[src/sv/gtw_pkg.sv]
// Shared types, constants and helpers for the tag pseudo-register walker.
package gtw_pkg;

	// Default packet length bound used for the payload fit test
	localparam int unsigned MAX_PACKET_QWORDS_DEF = 65536;

	// Tag field positions inside the low word
	localparam int unsigned FLG_LSB  = 58;
	localparam int unsigned NREG_LSB = 60;

	// Descriptor code for address-plus-data
	localparam logic [3:0] DESC_AD = 4'hE;

	// Tag format codes
	localparam logic [1:0] FLG_PACKED  = 2'd0;
	localparam logic [1:0] FLG_REGLIST = 2'd1;

	// Display pseudo register addresses
	localparam logic [7:0] ADDR_PMODE    = 8'h41;
	localparam logic [7:0] ADDR_SMODE2   = 8'h42;
	localparam logic [7:0] ADDR_DISPFB1  = 8'h59;
	localparam logic [7:0] ADDR_DISPLAY1 = 8'h5a;
	localparam logic [7:0] ADDR_DISPFB2  = 8'h5b;
	localparam logic [7:0] ADDR_DISPLAY2 = 8'h5c;
	localparam logic [7:0] ADDR_BGCOLOR  = 8'h5f;

	// Target register codes
	localparam logic [2:0] REG_PMODE    = 3'd0;
	localparam logic [2:0] REG_SMODE2   = 3'd1;
	localparam logic [2:0] REG_DISPFB1  = 3'd2;
	localparam logic [2:0] REG_DISPLAY1 = 3'd3;
	localparam logic [2:0] REG_DISPFB2  = 3'd4;
	localparam logic [2:0] REG_DISPLAY2 = 3'd5;
	localparam logic [2:0] REG_BGCOLOR  = 3'd6;

	// Register count that a zero NREG field stands for
	localparam logic [4:0] NREG_FULL = 5'd16;

	typedef enum logic [1:0] {
		MODE_TAG   = 2'd0,
		MODE_APPLY = 2'd1,
		MODE_SKIP  = 2'd2
	} walk_mode_t;

	// Outcome of decoding one tag quadword
	typedef struct packed {
		walk_mode_t  mode;
		logic        load_apply;
		logic        load_skip;
		logic [14:0] nloop;
		logic [4:0]  nreg;
		logic [19:0] skip;
	} tag_dec_t;

	typedef struct packed {
		logic       hit;
		logic [2:0] code;
	} pseudo_t;

	// Map an address byte onto a pseudo register code
	function automatic pseudo_t pseudo_lookup(input logic [7:0] addr);
		pseudo_t r;
		r.hit = 1'b1;
		r.code = REG_PMODE;
		case (addr)
			ADDR_PMODE:    r.code = REG_PMODE;
			ADDR_SMODE2:   r.code = REG_SMODE2;
			ADDR_DISPFB1:  r.code = REG_DISPFB1;
			ADDR_DISPLAY1: r.code = REG_DISPLAY1;
			ADDR_DISPFB2:  r.code = REG_DISPFB2;
			ADDR_DISPLAY2: r.code = REG_DISPLAY2;
			ADDR_BGCOLOR:  r.code = REG_BGCOLOR;
			default:       r.hit = 1'b0;
		endcase
		return r;
	endfunction

endpackage

[src/sv/gtw_ifs.sv]
// Channel interfaces: quadword input and pseudo register write output.
interface gtw_qword_if;
	logic        valid;
	logic        ready;
	logic [63:0] low_word;
	logic [63:0] high_word;
	logic [15:0] remaining_after;

	modport source(output valid, output low_word, output high_word,
		output remaining_after, input ready);
	modport sink(input valid, input low_word, input high_word,
		input remaining_after, output ready);
endinterface

interface gtw_write_if;
	logic        valid;
	logic        ready;
	logic [2:0]  target_register;
	logic [63:0] write_value;

	modport source(output valid, output target_register, output write_value,
		input ready);
	modport sink(input valid, input target_register, input write_value,
		output ready);
endinterface

[src/sv/gif_tag_pseudo_register_walker.sv]
// Top level: input register, walker, and result register for pseudo register writes.
//
// Takes one 128-bit packet quadword per cycle, unless the output stalls, and
// walks its tags, emitting a write (target code 0..6 plus 64-bit value) for
// each address-plus-data payload quadword of a fitting PACKED tag that
// addresses a display pseudo register. Throughput is one quadword per clock
// while the output is not stalled. A taken quadword is decoded out of the
// input register, and its write is loaded into the result register when that
// register can take it. The rate is set by the walk state register, which
// decodes a tag or advances the loop/skip count for every quadword. A stalled
// output holds the pipeline only once the result register is occupied; the
// quadword that ends a packet returns the walk to its reset state.
module gif_tag_pseudo_register_walker #(
	parameter int unsigned MAX_PACKET_QWORDS = gtw_pkg::MAX_PACKET_QWORDS_DEF
) (
	input  logic       clk,
	input  logic       arst_n,
	gtw_qword_if.sink  qword,
	gtw_write_if.source pseudo_write
);

	logic        valid_s1;
	logic [63:0] low_s1;
	logic [63:0] high_s1;
	logic [15:0] rem_s1;

	logic        out_valid_q;
	logic [2:0]  target_q;
	logic [63:0] value_q;

	logic        advance;
	logic        hit;
	logic [2:0]  target;

	// Move the staged quadword on when the result register can take it
	assign advance     = valid_s1 && (!out_valid_q || pseudo_write.ready);
	assign qword.ready = !valid_s1 || advance;

	// Hold the accepted quadword
	always_ff @(posedge clk or negedge arst_n) begin
		if (!arst_n) begin
			valid_s1 <= 1'b0;
		end else if (qword.ready) begin
			valid_s1 <= qword.valid;
		end
	end

	always_ff @(posedge clk) begin
		if (qword.ready && qword.valid) begin
			low_s1  <= qword.low_word;
			high_s1 <= qword.high_word;
			rem_s1  <= qword.remaining_after;
		end
	end

	gtw_walker #(
		.MAX_PACKET_QWORDS(MAX_PACKET_QWORDS)
	) u_walker (
		.clk(clk),
		.arst_n(arst_n),
		.step(advance),
		.low_word(low_s1),
		.high_word(high_s1),
		.remaining_after(rem_s1),
		.hit(hit),
		.target_register(target)
	);

	// Load or drain the result register
	always_ff @(posedge clk or negedge arst_n) begin
		if (!arst_n) begin
			out_valid_q <= 1'b0;
		end else if (advance) begin
			out_valid_q <= hit;
		end else if (pseudo_write.ready) begin
			out_valid_q <= 1'b0;
		end
	end

	always_ff @(posedge clk) begin
		if (advance && hit) begin
			target_q <= target;
			value_q  <= low_s1;
		end
	end

	assign pseudo_write.valid           = out_valid_q;
	assign pseudo_write.target_register = target_q;
	assign pseudo_write.write_value     = value_q;

endmodule

[src/sv/gtw_tag_decode.sv]
// Tag quadword decode: loop/register counts, fit test and skip length.
module gtw_tag_decode #(
	parameter int unsigned MAX_PACKET_QWORDS = gtw_pkg::MAX_PACKET_QWORDS_DEF
) (
	input  logic [63:0]      low_word,
	input  logic [63:0]      high_word,
	input  logic [15:0]      remaining_after,
	output gtw_pkg::tag_dec_t dec
);

	localparam logic [19:0] REM_LIMIT = 20'(MAX_PACKET_QWORDS - 1);

	logic [14:0] nloop;
	logic [1:0]  flg;
	logic [4:0]  nreg;
	logic [18:0] payload;
	logic [19:0] rem_eff;
	logic [19:0] skip_len;
	logic        has_ad;

	// Extract tag fields
	assign nloop = low_word[14:0];
	assign flg   = low_word[gtw_pkg::FLG_LSB +: 2];
	assign nreg  = (low_word[gtw_pkg::NREG_LSB +: 4] == 4'd0) ? gtw_pkg::NREG_FULL
		: {1'b0, low_word[gtw_pkg::NREG_LSB +: 4]};
	assign payload = 19'(nloop * nreg);

	// Clamp the remaining count to the packet bound
	assign rem_eff = ({4'd0, remaining_after} > REM_LIMIT) ? REM_LIMIT
		: {4'd0, remaining_after};

	// Look for an address-plus-data descriptor among the active slots
	always_comb begin
		has_ad = 1'b0;
		for (int i = 0; i < 16; i++) begin
			if (5'(i) < nreg && high_word[4*i +: 4] == gtw_pkg::DESC_AD) begin
				has_ad = 1'b1;
			end
		end
	end

	// Pick the skip length for the tag format
	always_comb begin
		priority if (flg == gtw_pkg::FLG_PACKED) begin
			skip_len = {1'b0, payload};
		end else if (flg == gtw_pkg::FLG_REGLIST) begin
			skip_len = ({1'b0, payload} + 20'd1) >> 1;
		end else begin
			skip_len = {5'd0, nloop};
		end
	end

	// Choose the next walk mode
	always_comb begin
		dec.nloop      = nloop;
		dec.nreg       = nreg;
		dec.skip       = skip_len;
		dec.load_apply = 1'b0;
		dec.load_skip  = 1'b0;
		dec.mode       = gtw_pkg::MODE_TAG;
		if (nloop != 15'd0) begin
			if (flg == gtw_pkg::FLG_PACKED && has_ad && {1'b0, payload} <= rem_eff) begin
				dec.load_apply = 1'b1;
				dec.mode       = gtw_pkg::MODE_APPLY;
			end else if (skip_len != 20'd0) begin
				dec.load_skip = 1'b1;
				dec.mode      = gtw_pkg::MODE_SKIP;
			end
		end
	end

endmodule

[src/sv/gtw_walker.sv]
// Walk state: applies packed payload quadwords, counts skips, takes tags.
module gtw_walker #(
	parameter int unsigned MAX_PACKET_QWORDS = gtw_pkg::MAX_PACKET_QWORDS_DEF
) (
	input  logic        clk,
	input  logic        arst_n,
	input  logic        step,
	input  logic [63:0] low_word,
	input  logic [63:0] high_word,
	input  logic [15:0] remaining_after,
	output logic        hit,
	output logic [2:0]  target_register
);

	gtw_pkg::walk_mode_t mode_q;
	logic [14:0]         loops_q;
	logic [3:0]          index_q;
	logic [4:0]          count_q;
	logic [63:0]         desc_q;
	logic [19:0]         skip_q;

	gtw_pkg::tag_dec_t dec;
	gtw_pkg::pseudo_t  pseudo;
	logic              applying;
	logic              skipping;
	logic [4:0]        slot_next;
	logic              wrap;
	logic [14:0]       loops_dec;
	logic [19:0]       skip_dec;

	gtw_tag_decode #(
		.MAX_PACKET_QWORDS(MAX_PACKET_QWORDS)
	) u_tag_decode (
		.low_word(low_word),
		.high_word(high_word),
		.remaining_after(remaining_after),
		.dec(dec)
	);

	assign applying = (mode_q == gtw_pkg::MODE_APPLY) && (loops_q != 15'd0);
	assign skipping = (mode_q == gtw_pkg::MODE_SKIP) && (skip_q != 20'd0);

	// Match the current descriptor slot against the address byte
	assign pseudo = gtw_pkg::pseudo_lookup(high_word[7:0]);
	assign hit = applying && (desc_q[4*index_q +: 4] == gtw_pkg::DESC_AD) && pseudo.hit;
	assign target_register = pseudo.code;

	assign slot_next = {1'b0, index_q} + 5'd1;
	assign wrap      = slot_next >= count_q;
	assign loops_dec = loops_q - 15'd1;
	assign skip_dec  = skip_q - 20'd1;

	// Advance the walk state once per transaction
	always_ff @(posedge clk or negedge arst_n) begin
		if (!arst_n) begin
			mode_q  <= gtw_pkg::MODE_TAG;
			loops_q <= '0;
			index_q <= '0;
			count_q <= gtw_pkg::NREG_FULL;
			desc_q  <= '0;
			skip_q  <= '0;
		end else if (step) begin
			if (remaining_after == 16'd0) begin
				mode_q  <= gtw_pkg::MODE_TAG;
				loops_q <= '0;
				index_q <= '0;
				count_q <= gtw_pkg::NREG_FULL;
				desc_q  <= '0;
				skip_q  <= '0;
			end else if (applying) begin
				if (wrap) begin
					index_q <= '0;
					loops_q <= loops_dec;
					if (loops_dec == 15'd0) begin
						mode_q <= gtw_pkg::MODE_TAG;
					end
				end else begin
					index_q <= slot_next[3:0];
				end
			end else if (skipping) begin
				skip_q <= skip_dec;
				if (skip_dec == 20'd0) begin
					mode_q <= gtw_pkg::MODE_TAG;
				end
			end else begin
				mode_q <= dec.mode;
				if (dec.load_apply) begin
					loops_q <= dec.nloop;
					index_q <= '0;
					count_q <= dec.nreg;
					desc_q  <= high_word;
				end
				if (dec.load_skip) begin
					skip_q <= dec.skip;
				end
			end
		end
	end

endmodule
[src/flat_wrapper.sv]
// flat-port wrapper written by rule: the top's interface ports become plain ports
module gif_tag_pseudo_register_walker_flat 
#(
	parameter int unsigned MAX_PACKET_QWORDS = gtw_pkg::MAX_PACKET_QWORDS_DEF
)
  (clk, arst_n, qword_valid, qword_low_word, qword_high_word, qword_remaining_after, qword_ready, pseudo_write_valid, pseudo_write_target_register, pseudo_write_write_value, pseudo_write_ready);
  gtw_qword_if qword_i ();
  gtw_write_if pseudo_write_i ();
  input  logic clk;
  input  logic arst_n;
  input wire logic [$bits(qword_i.valid)-1:0] qword_valid;
  input wire logic [$bits(qword_i.low_word)-1:0] qword_low_word;
  input wire logic [$bits(qword_i.high_word)-1:0] qword_high_word;
  input wire logic [$bits(qword_i.remaining_after)-1:0] qword_remaining_after;
  output wire logic [$bits(qword_i.ready)-1:0] qword_ready;
  output wire logic [$bits(pseudo_write_i.valid)-1:0] pseudo_write_valid;
  output wire logic [$bits(pseudo_write_i.target_register)-1:0] pseudo_write_target_register;
  output wire logic [$bits(pseudo_write_i.write_value)-1:0] pseudo_write_write_value;
  input wire logic [$bits(pseudo_write_i.ready)-1:0] pseudo_write_ready;
  assign qword_i.valid = qword_valid;
  assign qword_i.low_word = qword_low_word;
  assign qword_i.high_word = qword_high_word;
  assign qword_i.remaining_after = qword_remaining_after;
  assign qword_ready = qword_i.ready;
  assign pseudo_write_valid = pseudo_write_i.valid;
  assign pseudo_write_target_register = pseudo_write_i.target_register;
  assign pseudo_write_write_value = pseudo_write_i.write_value;
  assign pseudo_write_i.ready = pseudo_write_ready;
  gif_tag_pseudo_register_walker #(.MAX_PACKET_QWORDS(MAX_PACKET_QWORDS)) u_core (.clk(clk), .arst_n(arst_n), .qword(qword_i), .pseudo_write(pseudo_write_i));
endmodule
[config.mk]
export PLATFORM = sky130hd
export DESIGN_NAME = gif_tag_pseudo_register_walker_flat
export DESIGN_NICKNAME = d
export VERILOG_FILES = /design/src/sv/gtw_pkg.sv /design/src/sv/gtw_ifs.sv /design/src/sv/gif_tag_pseudo_register_walker.sv /design/src/sv/gtw_tag_decode.sv /design/src/sv/gtw_walker.sv /design/src/flat_wrapper.sv
export SDC_FILE = /design/constraint.sdc
export NUM_CORES = 1
export LEC_CHECK = 0
export ABC_AREA = 1
export BUFFER_PORTS_ARGS = -buffer_cell sky130_fd_sc_hd__buf_2
export CAP_MARGIN = 25
export CELL_PAD_IN_SITES_DETAIL_PLACEMENT = 1
export CELL_PAD_IN_SITES_GLOBAL_PLACEMENT = 2
export CORE_MARGIN = 2
export CORE_UTILIZATION = 40
export DETAILED_ROUTE_END_ITERATION = 8
export GPL_ROUTABILITY_DRIVEN = 0
export PLACE_DENSITY = 0.95
export SYNTH_ARGS = -nofsm -noshare
export SYNTH_HDL_FRONTEND = slang
export SYNTH_SLANG_ARGS = --single-unit
[constraint.sdc]
create_clock -name clk -period 14 [get_ports clk]
set_clock_uncertainty 0.2 [all_clocks]
set_input_delay 2.8 -clock clk [delete_from_list [all_inputs] [get_ports clk]]
set_output_delay 2.8 -clock clk [all_outputs]
set_load 0.02 [all_outputs]
After elaboration in Yosys (flattened, before gate mapping)
Index checks and enable logic that the tools add are counted.

Bits of input ports: 148. Output and inout bits: 69. Memories: 0. Flip-flop bits (word level): 323. Bits in writable memories: 0. Bits in read-only memories: 0. Word-level logic and storage cells: 175. Latch bits: 0.

Div/mod/pow operators: 0. Shifts and indexed selects: 1. Reductions and logical operators: 48. Multiplexer cells: 57. Add/sub/neg operators: 4. Magnitude comparators: 18. Equality and inequality tests: 33. Bitwise operators: 0. Multipliers: 1.

Operators with widths (number): 64-bit 2-to-1 mux (4); 20-bit 2-to-1 mux (5); 15-bit 2-to-1 mux (5); 4-bit == test (second input constant) (17); 64-bit by 7-bit indexed part select with 4-bit output (1); 8-bit by 7-bit == test with 1-bit output (second input constant) (7); 4-bit by 5-bit < comparator with 1-bit output (first input constant) (8); 20-bit nonzero test (2); 15-bit nonzero test (2); 1-bit logical AND (25); 5-bit 2-to-1 mux (5); 4-bit 2-to-1 mux (6); 1-bit 2-to-1 mux (22); 19-bit by 1-bit adder with 20-bit output (second input constant) (1); 20-bit logical NOT (1); 3-bit by 5-bit < comparator with 1-bit output (first input constant) (4); 20-bit by 1-bit subtractor with 20-bit output (second input constant) (1); 19-bit by 16-bit less-or-equal comparator with 1-bit output (1); 15-bit by 5-bit multiplier with 19-bit output (1); 19-bit 2-to-1 mux (1); 3-bit one-hot mux with 6 select lines (1); 16-bit logical NOT (1); 2-bit 2-to-1 mux (8); 15-bit logical NOT (1); other kinds (20) (32).

Longest topological paths before layout
Gate-level depths: netlist of the first run.

Word-level depth: 28. Depth in mapped cells: 37. Mapped depth without buffers: 35.

Cells and area by module
Synthesis of the first run repeated with hierarchy kept, for this count alone.

Cell total of the unflattened synthesis: 1966. Area total of the unflattened synthesis: 17749.5 sq um.

By module, submodules not included: gtw_walker (area an instance 6473.7 sq um, seq. area each 2753.9 sq um, instances 1, cells each 888); gif_tag_pseudo_register_walker (area an instance 6442.4 sq um, seq. area each 6386.1 sq um, instances 1, cells each 226); gtw_tag_decode (area an instance 4833.4 sq um, seq. area each 0.0 sq um, instances 1, cells each 852).

Worst setup path after synthesis of the first run
OpenSTA, ideal clock, no wires.

Kind: input-to-reg. Start point: in pseudo_write_ready. End point: reg u_core.target_q[0], in the netlist u_core.pseudo_write.target_register[0], enable pin. Data required time: 13.308 ns. Library setup time: 0.492 ns. Path slack: 7.341 ns. Buffers on the path: 0. Data arrival time: 5.967 ns. Stages: 6. Cell sequence: nor2_1 -> inv_1 -> nand2_1 -> a21oi_1 -> nand3_1 -> nor2_1.

Longest elaborated chain between the ends: 3.

RTL lines: start, declared (line flat_wrapper.sv:19) `input wire logic [$bits(pseudo_write_i.ready)-1:0] pseudo_write_ready;`; 1-bit logical OR (line gif_tag_pseudo_register_walker.sv:36) `assign advance = valid_s1 && (!out_valid_q || pseudo_write.ready);`; 1-bit logical AND (line gif_tag_pseudo_register_walker.sv:36); 1-bit logical AND (line gif_tag_pseudo_register_walker.sv:81) `if (advance && hit) begin`; end signal, assigned (line gif_tag_pseudo_register_walker.sv:82) `target_q <= target;`; end, declared (line gif_tag_pseudo_register_walker.sv:28) `logic [2:0] target_q;`.

Every way passes these cells. A chain may end at the register's enable or synchronous reset.

Worst setup path after layout of the first run
Start point: reg u_core.low_s1[60]. End point: reg u_core.u_walker.loops_q[2].

Longest elaborated chain between the ends: 26. Elaborated cells on any way between the ends: 58. Those cells by class: 1 x mul; 17 x order compare; 19 x mux; 21 x reduce/logical.

RTL lines: start, declared (line gif_tag_pseudo_register_walker.sv:23) `logic [63:0] low_s1;`; start signal, assigned (line gif_tag_pseudo_register_walker.sv:50) `low_s1 <= qword.low_word;`; 4-bit logical NOT (line gtw_tag_decode.sv:24) `assign nreg = (low_word[gtw_pkg::NREG_LSB +: 4] == 4'd0) ? gtw_pkg::NREG_FULL`; 5-bit 2-to-1 mux (*) (line gtw_tag_decode.sv:24); parallel branches: the longest is 19 deep, another holds 15-bit by 5-bit multiplier with 19-bit output; 1-bit logical AND (*) (line gtw_tag_decode.sv:62) `if (flg == gtw_pkg::FLG_PACKED && has_ad && {1'b0, payload} <= rem_eff) begin`; 1-bit 2-to-1 mux (*) (line gtw_tag_decode.sv:62); 4-bit 2-to-1 mux (*) (line gtw_tag_decode.sv:61) `if (nloop != 15'd0) begin`; 3-bit nonzero test (no source line) (*); 4-bit AND reduction (no source line) (*); end signal, assigned (line gtw_walker.sv:73) `loops_q <= loops_dec;`; end signal, assigned (line gtw_walker.sv:88) `loops_q <= dec.nloop;`; end, declared (line gtw_walker.sv:16) `logic [14:0] loops_q;`.

Every way passes the cells marked *.

==> results.json, run 1 <==
{
  "netlist_area_um2": 16900,
  "critPathLaunchType": "register",
  "path_clk_slew_ns": 0.06,
  "dr.first_iter.drc_count": 723,
  "ys_async_sr_fraction_pct": 34.7,
  "drive_above_1_share_pct": 18.9,
  "antenna_found_initial": 0,
  "syn_nets": 2020,
  "cts_root_buf": "clkbuf_16",
  "p_leak_nw": 9.45,
  "grt_pass1_wl_um": 77600,
  "die_x_um": 210,
  "cts_hold_buf": 0,
  "final.setup.tns_ns": 0,
  "total_power_mw": 3.18,
  "ys.warnings.count": 0,
  "core_region_area_um2": 41900,
  "start_util_pct": 40.4,
  "grt_pass1_vias": 14500,
  "crit_fanout": 30,
  "final_core_util_pct": 47.4,
  "cts_sinks": 323,
  "worst_ir_drop_vdd_v": 0.000103,
  "tightest_slew_ns": 0.980,
  "fmax_ghz": 0.141,
  "ant_nets": 0,
  "area_growth_pct": 17.2,
  "crit_type": "reg -> reg",
  "wl_per_cell_um": 19.0,
  "slew_violations": 0,
  "cts_buffer_depth": 3,
  "cp.required_ns": 14.24,
  "power_frac_seq_pct": 41.0,
  "finalCritPeriodShare_pct": 50.7,
  "die_y_um": 210,
  "io_pins": 217,
  "finalCriticalPeriod_ns": 7.10,
  "hp-class": "reg -> reg",
  "max-cap-violations": 0,
  "p_int_mw": 2.10,
  "cts_tree": "built",
  "worst_setup_path_end_kind": "register",
  "syn_avg_cell_area_um2": 9.51,
  "synthFlopType": "edfxtp_1",
  "cts_buffers": 38,
  "crit_slowest_cell": "fa_1",
  "grt_usage_pct": 22.5,
  "max_slew_margin_pct": 34.6,
  "seq_area_um2": 9140,
  "crit_arrival_ns": 7.34,
  "diodes": 0,
  "ys_ff_latch": 323,
  "postCtsSetupBuffers": 0,
  "synth_seq_area_share_pct": 54.0,
  "outcome": "complete, no violations",
  "postCtsResizedCells": 0,
  "final_cell_mix": "nand2_1, inv_1, buf_2, edfxtp_1, dfrtp_1",
  "firstDrtPassIters": 5,
  "p_sw_mw": 1.08,
  "place.detailed.hpwl_um": 36200,
  "rows": 75,
  "portBuffers": 216,
  "wl_um": 48600,
  "clock_latency_ns": 0.56,
  "nets": 2233,
  "setup_viol_count_final": 0,
  "rsz0062_at_grt": "no",
  "switching_share_pct": 34.0,
  "crit_top_cell": "nand2_1",
  "power_frac_comb_pct": 27.4,
  "multi_input_area_um2": 6620,
  "drc": 0,
  "pwr-share-clk_pct": 31.6,
  "finalHoldViolCount": 0,
  "ys_types": 47,
  "nFillCells": 4852,
  "h-tree-depth": 2,
  "powerDensity_nw_per_um2": 161,
  "cp_slowest_stage_delay_ns": 0.54,
  "grt_start_max_net_pins": 99,
  "final_common_cell": "nand2_1",
  "die-area_um2": 44000,
  "synth-edff-count": 211,
  "dr_total_vias": 13200,
  "syn_inst": 1779,
  "vias_per_cell": 5.15,
  "overflow": 0
}
[sequential cells by signal (all words and copies together), names as in the netlist]
register	count
u_core.pseudo_write.write_value	64
u_core.low_s1	64
u_core.u_walker.count_q	5
u_core.rem_s1	16
u_core.pseudo_write.target_register	3
u_core.valid_s1	1
u_core.u_walker.index_q	4
u_core.u_walker.mode_q	2
u_core.u_walker.skip_q	20
u_core.u_walker.loops_q	15
u_core.u_walker.desc_q	64
u_core.pseudo_write.valid	1
u_core.high_s1	64
[worst max-delay path, delay by kind of cell (launching register included)]
kind / cells / cell delay, ns
DFF: 1 / 0.36
and+or+nand+nor: 17 / 2.79
adders and majority gates: 5 / 2.27
buffers and inverters: 3 / 0.54
AOI/OAI and AO/OA: 4 / 0.81
[metrics by stage]
step / hold slack [ns] / area [µm²] / worst slack (ns) / cells
4_1_cts: 0.216 / 19800 / 6.88 / 2559
3_5_place_dp: 0.206 / 18500 / 6.89 / 2490
6_report: 0.218 / 19800 / 6.90 / 2560
5_1_grt: 0.222 / 19800 / 6.26 / 2560
2_1_floorplan: 0.200 / 16900 / 7.34 / 1779
3_3_place_gp: 0.200 / 18500 / 7.05 / 2489
[logic make-up after synthesis]
logic type,synth area share [%]
flops,54.0
xor+xnor,1.96
fa+ha+maj,8.56
compound gates,6.77
simple gates,21.7
buf+inv,6.95
[worst paths after layout]
path | start | endpoint | slack [ns] | depth (start not counted)
min reg2reg | u_core.low_s1[29] | u_core.pseudo_write.write_value[29] | 0.22 | 0
min | u_core.low_s1[29] | u_core.pseudo_write.write_value[29] | 0.22 | 0
max in group asynchronous | arst_n | u_core.u_walker.count_q[4] | 10.58 | 3
min in group asynchronous | arst_n | u_core.u_walker.mode_q[0] | 2.04 | 1
max reg2reg | u_core.low_s1[60] | u_core.u_walker.loops_q[2] | 6.90 | 29
max | u_core.low_s1[60] | u_core.u_walker.loops_q[2] | 6.90 | 29
[layout make-up]
type / count / share of cell area [%]
Multi-Input combinational cell: 1162 / 33.4
Clock buffer: 49 / 5.11
Sequential cell: 323 / 46.1
Timing Repair Buffer: 229 / 6.16
Clock inverter: 20 / 1.29
Tap cell: 539 / 3.40
Inverter: 238 / 4.53
[layer usage]
metal	up-vias	wire, µm	GRT usage [%]
met3	87	2250	4.50
met5	-	0	0
met1	6513	20700	27.9
met4	0	1520	7.97
li1	6295	-	-
met2	285	24100	39.2
[cell usage after synthesis (34+ instances only)]
cell type | n | share of area (%)
nand4_1 | 34 | 1.3
inv_1 | 219 | 4.9
nand2_1 | 470 | 10
nor2_1 | 108 | 2.4
dfrtp_1 | 111 | 16
nand3_1 | 99 | 2.9
edfxtp_1 | 211 | 37
o21ai_1 | 44 | 1.3
ha_1 | 55 | 4.1
o21ai_0 | 78 | 2.3
fa_1 | 38 | 4.5
nand2_2 | 42 | 1.6
[power groups by stage]
stage	registers (mW)	logic, mW	clock network [mW]
floorplan	1.28	0.649	0
global placement	1.31	0.819	0
detailed placement	1.32	0.868	0
CTS	1.30	0.876	1.03
global route	1.32	1.00	1.06
finish	1.30	0.873	1.01
Note: power is estimated with default switching activity, not from simulation.
==> inputs of run 2 (changes only) <==
Settings changed: CORE_UTILIZATION 40 to 37, PLACE_DENSITY 0.95 to 0.9.
Clock period 14 ns to 7.1 ns, I/O delays scaled along.
==> run 2 against run 1 <==
Design area increased by 0.52%. Non-clock buffer count increased by 4. Register-to-register slack got worse by 6.3 ns. Sequential power increased by 97%. Global-route usage decreased by 1.2 points. Critical path type unchanged. Largest cell class unchanged. Highest routed layer is now met5.
==> results.json, run 2 (same netlist as run 1, synthesis figures left out) <==
{
  "firstDrtPassIters": 4,
  "core_region_area_um2": 45300,
  "die_x_um": 218,
  "rr_startpoint": "u_core.low_s1[60]",
  "overflow": 0,
  "p_leak_nw": 9.47,
  "dr_total_vias": 13200,
  "io_pins": 217,
  "wl_um": 49700,
  "worstHoldStart": "u_core.low_s1[29]",
  "final_common_cell": "nand2_1",
  "hp-class": "reg -> reg",
  "worst_setup_path_end_kind": "register",
  "crit_arrival_ns": 6.73,
  "grt_pass1_vias": 14300,
  "crit_slowest_cell": "fa_1",
  "worst_ir_drop_vdd_v": 0.000204,
  "postCtsSetupBuffers": 0,
  "startpoint": "u_core.low_s1[60]",
  "area_growth_pct": 17.8,
  "tightest_slew_ns": 1.03,
  "cts_buffers": 39,
  "crit_fanout": 69,
  "cts_sinks": 323,
  "powerDensity_nw_per_um2": 313,
  "placedCellCount": 2556,
  "met1_usage_pct": 27.0,
  "antenna_found_initial": 6,
  "portBuffers": 216,
  "path_clk_slew_ns": 0.06,
  "final_core_util_pct": 44.0,
  "place.detailed.hpwl_um": 37200,
  "clock_latency_ns": 0.57,
  "ant_nets": 0,
  "cp_slowest_stage_delay_ns": 0.54,
  "nFillCells": 5252,
  "final.setup.tns_ns": 0,
  "stdcell_count": 2631,
  "setup_viol_count_final": 0,
  "wl_per_cell_um": 18.9,
  "whs_ns": 0.215,
  "finalCriticalPeriod_ns": 6.49,
  "start_util_pct": 37.4,
  "crit_top_cell": "nand2_1",
  "finalCritPeriodShare_pct": 91.4,
  "grt_pass1_wl_um": 78400,
  "drc": 0,
  "cts_buffer_depth": 3,
  "crit_type": "reg -> reg",
  "slew_violations": 0,
  "vias_per_cell": 5.00,
  "fin_ws_ns": 0.609,
  "max-cap-violations": 0,
  "cts_root_buf": "clkbuf_16",
  "grtUsageMet3_pct": 3.79,
  "die_y_um": 218,
  "nets": 2238,
  "grt_util_met2_pct": 36.7,
  "multi_input_area_um2": 6630,
  "outcome": "complete, no violations",
  "finalHoldViolCount": 0,
  "top_usage_layer": "met2",
  "rows": 78,
  "final_cell_mix": "nand2_1, inv_1, buf_2, edfxtp_1, dfrtp_1",
  "grt_usage_pct": 21.3,
  "fmax_ghz": 0.154,
  "dr.first_iter.drc_count": 686,
  "cp.required_ns": 7.34,
  "grt_start_max_net_pins": 93,
  "place_ws_ns": 0.474,
  "critPathLaunchType": "register",
  "die-area_um2": 47500,
  "max_slew_margin_pct": 31.6,
  "cts_tree": "built",
  "seq_area_um2": 9140,
  "drive_above_1_share_pct": 19.3,
  "cts_hold_buf": 0,
  "h-tree-depth": 2,
  "postCtsResizedCells": 0,
  "rsz0062_at_grt": "no"
}
run 2: per-layer routing:
| layer | up-vias | wire (µm) |
|---|---|---|
| met4 | 4 | 1500 |
| met2 | 234 | 24400 |
| met5 | - | 27 |
| met1 | 6539 | 21900 |
| met3 | 88 | 1970 |
| li1 | 6299 | - |
run 2: cell type report:
| type | instances | area share, % |
|---|---|---|
| well taps | 600 | 3.77 |
| inverters | 238 | 4.51 |
| flip-flops and latches | 323 | 45.9 |
| repair buffers | 233 | 6.20 |
| diodes | 3 | 0.0377 |
| clock inverters | 19 | 0.873 |
| multi-input cells | 1162 | 33.3 |
| clock buffers | 53 | 5.48 |
run 2: metrics by stage:
step	cell area (µm²)	total power, mW
after floorplan	16900	3.80
after global placement	18600	4.22
after detailed placement	18600	4.30
after CTS	19900	6.29
after global routing	19900	6.64
final	19900	6.23
run 2: path summary, 6_finish.rpt:
kind | endpoint | slack (ns) | depth (start not counted)
worst max-delay path | u_core.u_walker.count_q[0] | 0.61 | 29
worst min-delay path | u_core.pseudo_write.write_value[29] | 0.22 | 0
worst max register to register | u_core.u_walker.count_q[0] | 0.61 | 29
worst min register to register | u_core.pseudo_write.write_value[29] | 0.22 | 0
max in group asynchronous | u_core.u_walker.desc_q[1] | 4.69 | 2
min in group asynchronous | u_core.u_walker.skip_q[3] | 0.69 | 1
run 2: worst max-delay path, delay by kind of cell, from the launching register on:
family | cells | cell delay, ns
AOI/OAI and AO/OA | 4 | 0.64
adders and majority gates | 5 | 2.26
buffers and inverters | 3 | 0.55
DFF | 1 | 0.43
and+or+nand+nor | 17 | 2.23
run 2: power breakdown:
part / total, mW / internal [mW] / switching (mW)
Sequential: 2.56 / 2.32 / 0.245
Clock: 1.95 / 1.13 / 0.819
Combinational: 1.72 / 0.624 / 1.09
==> inputs of run 3 (changes only) <==
Settings changed: CAP_MARGIN 25 to 20, CORE_UTILIZATION 37 to 40, PLACE_DENSITY 0.9 to 0.95.
Clock period 7.1 ns to 7.6 ns, I/O delays scaled along.
==> run 3 against run 2 <==
Utilization increased by 3.4 points. Maximum frequency decreased by 4.8%. Sequential share of layout area increased by 0.22 points. Global-route usage increased by 1.4 points. Non-clock buffer count decreased by 4. Flip-flop and latch count unchanged. First-iteration DRC count decreased by 9.8%. Power decreased by 5.6%. Design area decreased by 0.48%. Register-to-register slack improved by 0.17 ns. Sequential power decreased by 6%. Setup slack improved by 0.17 ns. Critical endpoint is now u_core.u_walker.loops_q[9]. Largest power group unchanged.
==> results.json, run 3 (same netlist as run 1, synthesis figures left out) <==
{
  "postCtsResizedCells": 0,
  "grt_start_max_net_pins": 139,
  "slew_violations": 0,
  "finalCritPeriodShare_pct": 89.7,
  "cts_root_buf": "clkbuf_16",
  "cp_slowest_stage_delay_ns": 0.56,
  "p_leak_nw": 9.46,
  "cts_buffer_depth": 3,
  "cts_buffers": 38,
  "dr.first_iter.drc_count": 619,
  "die-area_um2": 44000,
  "powerDensity_nw_per_um2": 297,
  "cts_sinks": 323,
  "rsz0062_at_grt": "no",
  "placedCellCount": 2490,
  "path_clk_slew_ns": 0.06,
  "portBuffers": 216,
  "vias_per_cell": 5.14,
  "seq_area_um2": 9140,
  "clock_latency_ns": 0.56,
  "p_sw_mw": 1.99,
  "die_x_um": 210,
  "cts_hold_buf": 0,
  "firstDrtPassIters": 5,
  "final_common_cell": "nand2_1",
  "drc": 0,
  "finalHoldViolCount": 0,
  "tightest_slew_ns": 0.955,
  "crit_top_cell": "nand2_1",
  "crit_arrival_ns": 7.06,
  "fin_ws_ns": 0.779,
  "drive_above_1_share_pct": 19.0,
  "setup_viol_count_final": 0,
  "nFillCells": 4796,
  "dr_total_vias": 13200,
  "area_growth_pct": 17.2,
  "wl_um": 49000,
  "grt_usage_pct": 22.8,
  "worst_setup_path_end_kind": "register",
  "max-cap-violations": 0,
  "p_int_mw": 3.89,
  "switching_share_pct": 33.9,
  "rows": 75,
  "ant_nets": 0,
  "max_slew_margin_pct": 36.1,
  "crit_fanout": 30,
  "place.detailed.hpwl_um": 36200,
  "worst_ir_drop_vdd_v": 0.000237,
  "fmax_ghz": 0.147,
  "cp.required_ns": 7.83,
  "cts_tree": "built",
  "whs_ns": 0.211,
  "diodes": 0,
  "nets": 2233,
  "hp-class": "reg -> reg",
  "io_pins": 217,
  "final_cell_mix": "nand2_1, inv_1, buf_2, edfxtp_1, dfrtp_1",
  "overflow": 0,
  "grt_pass1_wl_um": 78000,
  "place_ws_ns": 0.813,
  "core_region_area_um2": 41900,
  "finalCriticalPeriod_ns": 6.82,
  "crit_slowest_cell": "fa_1",
  "h-tree-depth": 2,
  "power_frac_comb_pct": 27.3,
  "crit_type": "reg -> reg",
  "critPathLaunchType": "register",
  "die_y_um": 210,
  "pwr-share-clk_pct": 31.9,
  "wl_per_cell_um": 19.2,
  "final.setup.tns_ns": 0,
  "multi_input_area_um2": 6620,
  "start_util_pct": 40.4,
  "outcome": "complete, no violations",
  "postCtsSetupBuffers": 0,
  "stdcell_count": 2560,
  "antenna_found_initial": 1,
  "grt_pass1_vias": 14400,
  "power_frac_seq_pct": 40.8
}
## run 3: power groups by stage
| stage | Combinational [mW] | Sequential, mW | Clock [mW] |
|---|---|---|---|
| after floorplan | 1.19 | 2.35 | 0 |
| after global placement | 1.52 | 2.41 | 0 |
| after detailed placement | 1.59 | 2.42 | 0 |
| after CTS | 1.61 | 2.40 | 1.92 |
| after global routing | 1.85 | 2.44 | 1.98 |
| final | 1.61 | 2.40 | 1.88 |
## run 3: layout make-up
class / instances / area share, %
Sequential cell: 323 / 46.1
Timing Repair Buffer: 229 / 6.12
Tap cell: 539 / 3.40
Clock buffer: 54 / 5.46
Multi-Input combinational cell: 1162 / 33.4
Clock inverter: 15 / 1.00
Inverter: 238 / 4.53
## run 3: per-stage QoR
step	power [mW]	util, %	area, µm²
final	5.88	47.4	19800
after global routing	6.26	47.4	19800
after floorplan	3.55	-	16900
after global placement	3.92	44.3	18500
after CTS	5.93	47.3	19800
after detailed placement	4.02	44.3	18500
## run 3: critical path, delay by kind of cell, from the launching register on
family | cells | cell delay (ns)
adder cells (fa/ha/maj) | 5 | 2.26
AND/OR/NAND/NOR | 18 | 2.63
flip-flops | 1 | 0.43
AO/OA/AOI/OAI | 4 | 0.77
buffers and inverters | 3 | 0.39
## run 3: worst paths after layout
| kind | depth (start not counted) | slack [ns] | endpoint | start |
|---|---|---|---|---|
| max | 30 | 0.78 | u_core.u_walker.loops_q[9] | u_core.low_s1[60] |
| min | 0 | 0.21 | u_core.pseudo_write.write_value[38] | u_core.low_s1[38] |
| max reg2reg | 30 | 0.78 | u_core.u_walker.loops_q[9] | u_core.low_s1[60] |
| max in group asynchronous | 3 | 5.37 | u_core.u_walker.count_q[4] | arst_n |
| min in group asynchronous | 1 | 0.72 | u_core.u_walker.desc_q[29] | arst_n |
| min reg2reg | 0 | 0.21 | u_core.pseudo_write.write_value[38] | u_core.low_s1[38] |
## run 3: routing by layer
metal,GRT usage (%),vias up,share of wire [%]
met5,0,-,0.027
met4,7.70,2,2.8
met3,4.82,79,5.5
met2,39.7,287,50
met1,28.1,6501,42
li1,-,6293,-
